File: src/hdl/sarp_pkg.sv
// ----------------------------------------------------------------------------
// sarp_pkg: shared types for the sector-aligned read planner
// Holds the request and result item layouts and the default plan limit.
// ----------------------------------------------------------------------------
package sarp_pkg;

  // Default limit on the number of requests in one plan.
  localparam int unsigned MaxRequestsDefault = 64;

  // Reset value of the sector shift register.
  localparam logic [4:0] SectorShiftReset = 5'd12;

  // Legal range of the effective sector shift.
  localparam logic [4:0] SectorShiftMin = 5'd9;
  localparam logic [4:0] SectorShiftMax = 5'd16;

  // Widths of the packed stream words.
  localparam int unsigned InDataW  = 128;
  localparam int unsigned OutDataW = 328;

  // One read request as it enters the planner.
  typedef struct packed {
    logic [7:0]  shard_index;
    logic [47:0] file_pos;
    logic [31:0] payload_len;
    logic [39:0] slot_addr;
    logic        last_tensor;
  } req_t;

  // One descriptor as it leaves the planner.
  typedef struct packed {
    logic [7:0]  shard_out;
    logic [47:0] read_start;
    logic [31:0] read_length;
    logic [39:0] staging_place;
    logic [39:0] copy_source;
    logic [39:0] copy_dest;
    logic [31:0] copy_length;
    logic [39:0] total_staging;
    logic [41:0] total_slot;
    logic        plan_done;
    logic        plan_error;
  } res_t;

endpackage

File: src/hdl/sarp_in_stage.sv
// ----------------------------------------------------------------------------
// sarp_in_stage: input register of the planner
// Captures one request item and holds it until the planning stage takes it.
// ----------------------------------------------------------------------------
module sarp_in_stage (
  input  logic          clk_i,
  input  logic          rst_ni,
  input  logic          in_valid_i,
  output logic          in_ready_o,
  input  sarp_pkg::req_t in_req_i,
  output logic          req_valid_o,
  input  logic          req_ready_i,
  output sarp_pkg::req_t req_o
);
  import sarp_pkg::*;

  logic valid_q, valid_d;
  req_t req_q;
  logic accept;

  // The register is free when empty or when its item moves on this cycle.
  assign in_ready_o = !valid_q || req_ready_i;
  assign accept     = in_valid_i && in_ready_o;

  always_comb begin
    valid_d = valid_q;
    if (accept) begin
      valid_d = 1'b1;
    end else if (req_ready_i) begin
      valid_d = 1'b0;
    end
  end

  always_ff @(posedge clk_i or negedge rst_ni) begin
    if (!rst_ni) begin
      valid_q <= 1'b0;
    end else begin
      valid_q <= valid_d;
    end
  end

  // Payload needs no reset.
  always_ff @(posedge clk_i) begin
    if (accept) begin
      req_q <= in_req_i;
    end
  end

  assign req_valid_o = valid_q;
  assign req_o       = req_q;

endmodule

File: src/hdl/sarp_plan_core.sv
// ----------------------------------------------------------------------------
// sarp_plan_core: planning datapath, plan state and result register
// Aligns each read to the sector size, places it in staging, tracks the
// largest slot extent and gives plan totals on a last item without overflow.
// ----------------------------------------------------------------------------
module sarp_plan_core #(
  parameter int unsigned MAX_REQUESTS = sarp_pkg::MaxRequestsDefault
) (
  input  logic           clk_i,
  input  logic           rst_ni,
  input  logic           cfg_we_i,
  input  logic [4:0]     cfg_wdata_i,
  input  logic           req_valid_i,
  output logic           req_ready_o,
  input  sarp_pkg::req_t req_i,
  output logic           res_valid_o,
  input  logic           res_ready_i,
  output sarp_pkg::res_t res_o
);
  import sarp_pkg::*;

  localparam int unsigned CntW = $clog2(MAX_REQUESTS + 1);

  // Configuration and plan state.
  logic [4:0]      shift_q;
  logic [39:0]     staging_q, staging_d;
  logic [40:0]     largest_q, largest_d;
  logic [CntW-1:0] count_q, count_d;
  logic            overflow_q, overflow_d;

  // Result register.
  logic res_valid_q;
  res_t res_q, res_d;

  logic        step;
  logic [4:0]  eff_shift;
  logic [15:0] low_mask;
  logic [15:0] fo_low;
  logic [33:0] span;
  logic [31:0] read_len;
  logic [39:0] staging_next;
  logic [40:0] extent;
  logic [40:0] largest_next;
  logic [41:0] slot_round;
  logic        overflow_now;
  logic        at_limit;

  // The result register is free when empty or drained this cycle.
  assign req_ready_o = !res_valid_q || res_ready_i;
  assign step        = req_valid_i && req_ready_o;

  // Clamp the sector shift to its legal range and form the offset mask.
  always_comb begin
    eff_shift = shift_q;
    if (shift_q < SectorShiftMin) begin
      eff_shift = SectorShiftMin;
    end else if (shift_q > SectorShiftMax) begin
      eff_shift = SectorShiftMax;
    end
  end

  assign low_mask = 16'((17'(1) << eff_shift) - 17'(1));

  // The aligned span only depends on the offset within the first sector,
  // because the aligned start is itself a sector multiple.
  assign fo_low   = req_i.file_pos[15:0] & low_mask;
  assign span     = (34'(fo_low) + 34'(req_i.payload_len) + 34'(low_mask)) & ~34'(low_mask);
  assign read_len = span[31:0];

  // Staging placement and slot extent bookkeeping.
  assign staging_next = staging_q + 40'(read_len);
  assign extent       = 41'(req_i.slot_addr) + 41'(req_i.payload_len);
  assign largest_next = (extent > largest_q) ? extent : largest_q;
  assign slot_round   = (42'(largest_next) + 42'(low_mask)) & ~42'(low_mask);

  // A request that arrives with the count at its limit flags the plan.
  assign at_limit     = (count_q == CntW'(MAX_REQUESTS));
  assign overflow_now = overflow_q || at_limit;

  // Descriptor fields.
  always_comb begin
    res_d.shard_out     = req_i.shard_index;
    res_d.read_start    = req_i.file_pos & ~48'(low_mask);
    res_d.read_length   = read_len;
    res_d.staging_place = staging_q;
    res_d.copy_source   = staging_q + 40'(fo_low);
    res_d.copy_dest     = req_i.slot_addr;
    res_d.copy_length   = req_i.payload_len;
    res_d.total_staging = '0;
    res_d.total_slot    = '0;
    res_d.plan_done     = req_i.last_tensor;
    res_d.plan_error    = overflow_now;
    if (req_i.last_tensor && !overflow_now) begin
      res_d.total_staging = staging_next;
      res_d.total_slot    = slot_round;
    end
  end

  // Next plan state; the last item of a plan clears everything.
  always_comb begin
    staging_d  = staging_q;
    largest_d  = largest_q;
    count_d    = count_q;
    overflow_d = overflow_q;
    if (step) begin
      if (req_i.last_tensor) begin
        staging_d  = '0;
        largest_d  = '0;
        count_d    = '0;
        overflow_d = 1'b0;
      end else begin
        staging_d  = staging_next;
        largest_d  = largest_next;
        overflow_d = overflow_now;
        if (!at_limit) begin
          count_d = count_q + CntW'(1);
        end
      end
    end
  end

  always_ff @(posedge clk_i or negedge rst_ni) begin
    if (!rst_ni) begin
      shift_q     <= SectorShiftReset;
      staging_q   <= '0;
      largest_q   <= '0;
      count_q     <= '0;
      overflow_q  <= 1'b0;
      res_valid_q <= 1'b0;
    end else begin
      if (cfg_we_i) begin
        shift_q <= cfg_wdata_i;
      end
      staging_q  <= staging_d;
      largest_q  <= largest_d;
      count_q    <= count_d;
      overflow_q <= overflow_d;
      if (req_ready_o) begin
        res_valid_q <= req_valid_i;
      end
    end
  end

  // Result payload needs no reset.
  always_ff @(posedge clk_i) begin
    if (step) begin
      res_q <= res_d;
    end
  end

  assign res_valid_o = res_valid_q;
  assign res_o       = res_q;

endmodule

File: src/hdl/sector_aligned_read_planner.sv
// ----------------------------------------------------------------------------
// sector_aligned_read_planner: direct-I/O read descriptor planner
// Turns sub-tensor read requests into sector-aligned read descriptors with
// staging placement and copy parameters, and reports plan totals.
//
// Channel   Direction  Contents
// s_axis    in         request item: tdata, tlast = last_tensor
// m_axis    out        descriptor item: tdata, tlast = plan_done,
//                      tuser = plan_error
// cfg       in         sector_shift write, taken at any edge with cfg_we_i
//
// One item per cycle sustained while m_axis does not stall; each item goes from
// acceptance through the input register and then the result register to its
// descriptor; the plan state (running staging add) updates on that transfer.
// Reset clears the plan state, both valid flags and sets sector_shift to 12.
// A stall on m_axis holds the result register; s_axis keeps accepting until
// the input register is also occupied.
// ----------------------------------------------------------------------------
module sector_aligned_read_planner #(
  parameter int unsigned MAX_REQUESTS = sarp_pkg::MaxRequestsDefault
) (
  input  logic                           clk_i,
  input  logic                           rst_ni,
  input  logic                           cfg_we_i,
  input  logic [4:0]                     cfg_wdata_i,
  input  logic                           s_axis_tvalid,
  output logic                           s_axis_tready,
  // tdata from bit 0: shard_index[8], file_pos[48], payload_len[32],
  // slot_addr[40]
  input  logic [sarp_pkg::InDataW-1:0]   s_axis_tdata,
  input  logic                           s_axis_tlast,
  output logic                           m_axis_tvalid,
  input  logic                           m_axis_tready,
  // tdata from bit 0: shard_out[8], read_start[48], read_length[32],
  // staging_place[40], copy_source[40], copy_dest[40], copy_length[32],
  // total_staging[40], total_slot[42], zero fill[6]
  output logic [sarp_pkg::OutDataW-1:0]  m_axis_tdata,
  output logic                           m_axis_tlast,
  // tuser from bit 0: plan_error[1]
  output logic [0:0]                     m_axis_tuser
);
  import sarp_pkg::*;

  req_t in_req;
  req_t req;
  res_t res;
  logic req_valid;
  logic req_ready;

  // Unpack the request item.
  assign in_req.shard_index = s_axis_tdata[7:0];
  assign in_req.file_pos    = s_axis_tdata[55:8];
  assign in_req.payload_len = s_axis_tdata[87:56];
  assign in_req.slot_addr   = s_axis_tdata[127:88];
  assign in_req.last_tensor = s_axis_tlast;

  sarp_in_stage u_in_stage (
    .clk_i       (clk_i),
    .rst_ni      (rst_ni),
    .in_valid_i  (s_axis_tvalid),
    .in_ready_o  (s_axis_tready),
    .in_req_i    (in_req),
    .req_valid_o (req_valid),
    .req_ready_i (req_ready),
    .req_o       (req)
  );

  sarp_plan_core #(
    .MAX_REQUESTS (MAX_REQUESTS)
  ) u_plan_core (
    .clk_i       (clk_i),
    .rst_ni      (rst_ni),
    .cfg_we_i    (cfg_we_i),
    .cfg_wdata_i (cfg_wdata_i),
    .req_valid_i (req_valid),
    .req_ready_o (req_ready),
    .req_i       (req),
    .res_valid_o (m_axis_tvalid),
    .res_ready_i (m_axis_tready),
    .res_o       (res)
  );

  // Pack the descriptor item.
  assign m_axis_tdata = {6'b0, res.total_slot, res.total_staging, res.copy_length,
                         res.copy_dest, res.copy_source, res.staging_place,
                         res.read_length, res.read_start, res.shard_out};
  assign m_axis_tlast    = res.plan_done;
  assign m_axis_tuser[0] = res.plan_error;

endmodule

File: config.mk
export PLATFORM = sky130hd
export DESIGN_NAME = sector_aligned_read_planner
export DESIGN_NICKNAME = d
export VERILOG_FILES = /design/src/hdl/sarp_pkg.sv /design/src/hdl/sarp_in_stage.sv /design/src/hdl/sarp_plan_core.sv /design/src/hdl/sector_aligned_read_planner.sv
export SDC_FILE = /design/constraint.sdc
export NUM_CORES = 1
export LEC_CHECK = 0
export BUFFER_PORTS_ARGS = -buffer_cell sky130_fd_sc_hd__buf_2
export CORE_MARGIN = 5
export CORE_UTILIZATION = 51
export DETAILED_ROUTE_END_ITERATION = 6
export PLACE_DENSITY_LB_ADDON = 0.12
export SYNTH_ARGS = -nofsm -noshare
export SYNTH_HDL_FRONTEND = slang
export SYNTH_HIERARCHICAL = 1
export SYNTH_SLANG_ARGS = --single-unit
File: constraint.sdc
create_clock -name clk_i -period 10.59 [get_ports clk_i]
set_input_delay 1.059 -clock clk_i [delete_from_list [all_inputs] [get_ports clk_i]]
set_output_delay 1.059 -clock clk_i [all_outputs]
set_load 0.01 [all_outputs]
==> run summary <==
status - finished, final reports clean
synth top area cells - edfxtp_1, dfrtp_1, ha_1
Top FF cell, synth - edfxtp_1
CTS tree - built
library cells used by synthesis - 92
Root Driver - clkbuf_16
DR iter-0 viols - 1453
largest family of logic cells by synthesized area - compound AO/OA/AOI/OAI gates
Switching Share - 0.338
Post-Route WL - 74500 um
post-synthesis register bit count - 549
Synth-to-Final Area Change - 18.4%
pin count of the biggest net entering global routing - 132
final worst path period share - 0.845
Die ar. - 57800 sq um
Rows - 84
Final nets - 3061
layout cells sized above 1 - 0.223
die width - 240 um
Max Cap Viol - 0
# hold bufs at CTS - 0
RD Place Congestion - 0.887
Worst Slack Setup Final - 1.64 ns
Slew Viols, Final - 0
Synthesis Warnings - 6
dpl cells - 3374
fillers - 4333
Clock Sink Count - 549
Final Non-Filler Cells - 3487
via count - 19700
CTS Buffer Depth - 3
Reg power frac - 0.414
initial antenna violation count - 9
number of vias per cell - 5.64
share of the synthesized area in the top cell type - 0.502
Worst-Skew Late Latency - 0.62 ns
H-Tree Depth - 2
Adder-Cell Fraction of Synth Area - 0.0876
GRT Total Usage - 0.249
number of global-route vias before repair - 19400
Place WS - 1.80 ns
clock power share - 0.282
worst-margin pin slew - 1.19 ns
maximum vdd drop - 0.159 mV
drt first pass iters - 6
Post-synth EDFFs - 453
FF/Latch Area - 16000 sq um
Post-CTS Setup Bufs - 0
Avg Cell Area, Syn - 12.0 sq um
crit path capture type - flip-flop
Data arrival, critical path - 9.27 ns
P per Cell Area - 224 nW/um^2
Routed WL per cell - 21.4 um
post-synthesis sequential area ratio - 0.591
fraction of synthesized area in multiplexers - 0.00323
slew margin rel. - 0.209
internal power - 4.76 mW
CTS clk-pin slew, worst paths - 0.06 ns
Worst Setup Start Kind - flip-flop
Final setup violation count - 0
setup TNS - 0 ns
Leak - 13.6 nW
commonest cells after routing, fill and taps aside - buf_2, edfxtp_1, nand2_1
CP Data Required Time - 10.91 ns
multi-input logic area - 10300 sq um
IO Pins - 471
Gate Count Post-Synth - 2256
Post-Synth Simple-Gate Area - 0.113
PortBufs - 464
Compound-Gate Fraction of Synth Area - 0.122
Post-Synth XOR/XNOR Area - 0.0478
Hold Fails Final Rpt - 0
Clock Skews - 0.0169 ns
initial core utilization - 0.515
total power after layout - 7.19 mW
Hold/Removal Path Class - in -> async
RSZ-0062 raised after global routing - no
Post-route DRC - 0
DP HPWL - 55600 um
max frequency - 0.112 GHz
GR Overflow Total - 0
post-route antenna net violation count - 0
first-pass GRT wire length - 111000 um
core area - 52600 sq um
asr flop ratio synth - 0.175
commonest non-fill, non-tap cell in the layout - buf_2
Setup CP Type - reg -> reg
combinational share of power - 0.303
CTS Buf Count - 57
CP max FO - 17
Yosys top cell by area - edfxtp_1
Post-Syn Area - 27100 sq um
Resized cells post-CTS - 0
Sw Pwr - 2.43 mW
Tmin final - 8.95 ns
die span in y - 240 um
metal layers:
layer  vias to the layer above  GRT usage  wire, um
li1                       9212          -         -
met1                      9598      0.340     31200
met2                       701      0.407     35600
met3                       141     0.0408      4940
met4                         0     0.0918      2800
met5                         -          0         0
worst max-delay path, stage by stage, from the launching register on:
cell      delay [ns]
edfxtp_1        0.46
ha_1            0.33
a211oi_1        0.40
nor4_2          0.14
o311ai_2        0.55
o211ai_2        0.23
a21oi_1         0.48
nor3_1          0.13
or2_2           0.30
ha_1            0.28
nand4_2         0.15
nor4_1          0.45
and4_1          0.38
clkinv_1        0.29
nand2_2         0.43
a21oi_1         0.18
fa_1            0.40
nor2b_1         0.17
o21ai_0         0.14
a21boi_0        0.31
nor2_1          0.07
o21ai_0         0.34
a21bo_2         0.22
a31oi_1         0.11
or4_1           0.82
nor3_1          0.57
a31o_2          0.24
a21oi_1         0.06
power groups by stage:
| stage | registers (mW) | logic (mW) | clock network [mW] |
|---|---|---|---|
| after CTS | 2.98 | 2.15 | 2.08 |
| final | 2.98 | 2.18 | 2.03 |
| after detailed placement | 3.02 | 2.14 | 0 |
| after global routing | 3.01 | 2.42 | 2.16 |
| after global placement | 3.01 | 2.10 | 0 |
| after floorplan | 3.07 | 1.42 | 0 |
kinds of logic (layout without fill, tap and decap cells):
kind of cell / count (synthesis) / after routing
xor+xnor: 146 / 146
compound gates: 519 / 519
other cells: 3 / 37
flops: 549 / 549
buf+inv: 230 / 739
mux: 8 / 8
fa+ha+maj: 177 / 177
simple gates: 624 / 624
cell usage after synthesis (all sizes together) (10+ instances only):
cell type / count
a211oi: 21
a21o: 43
a21oi: 154
a22o: 15
a31oi: 16
and2: 18
and3: 26
buf: 21
clkbuf: 54
dfrtp: 94
edfxtp: 453
fa: 21
ha: 156
inv: 153
nand2: 195
nand2b: 30
nand3: 43
nand4: 34
nor2: 153
nor2b: 19
nor3: 39
nor4: 20
o211ai: 10
o21a: 16
o21ai: 141
o21bai: 13
o22ai: 18
o31ai: 16
xnor2: 95
xor2: 51
cell type report:
cell class | count | share of cell area
sequential | 549 | 0.499
tap | 688 | 0.0269
clock buffer | 68 | 0.0467
antenna | 6 | 0.000468
multi-input combinational | 1505 | 0.320
timing repair buffer | 478 | 0.0758
inverter | 154 | 0.0183
clock inverter | 39 | 0.0123
path summary, 6_finish.rpt:
check	start	slack [ns]	end	cells past startpoint
worst max-delay path	u_in_stage/req_o[42]$_DFFE_PP_	1.64	u_plan_core/res_o[40]$_SDFFCE_PN0P_	27
worst min-delay path	rst_ni	0.40	u_plan_core/largest_q[34]$_DFFE_PN0P_	1
worst max register to register	u_in_stage/req_o[42]$_DFFE_PP_	1.64	u_plan_core/res_o[40]$_SDFFCE_PN0P_	27
worst min register to register	u_in_stage/req_o[115]$_DFFE_PP_	0.42	u_plan_core/res_o[310]$_DFFE_PP_	0
max in group asynchronous	rst_ni	8.78	u_plan_core/staging_q[24]$_DFFE_PN0P_	2
min in group clk_i	u_in_stage/req_o[115]$_DFFE_PP_	0.42	u_plan_core/res_o[310]$_DFFE_PP_	0
per-stage QoR:
stage,utilization,cell area (sq um),hold WS [ns]
5_1_grt,0.610,32000,0.399
4_1_cts,0.610,32000,0.373
3_5_place_dp,0.574,30100,0.405
3_3_place_gp,0.574,30100,0.400
2_1_floorplan,-,27200,0.400
6_report,0.610,32000,0.395
flip-flops by register name (all words and copies together), names as in the netlist:
register	cells
u_in_stage/req_o	129
u_in_stage/req_valid_o	1
u_plan_core/count_q	7
u_plan_core/largest_q	41
u_plan_core/overflow_q	1
u_plan_core/res_o	324
u_plan_core/res_valid_o	1
u_plan_core/shift_q	5
u_plan_core/staging_q	40
Power figures use the tool's default switching activity.
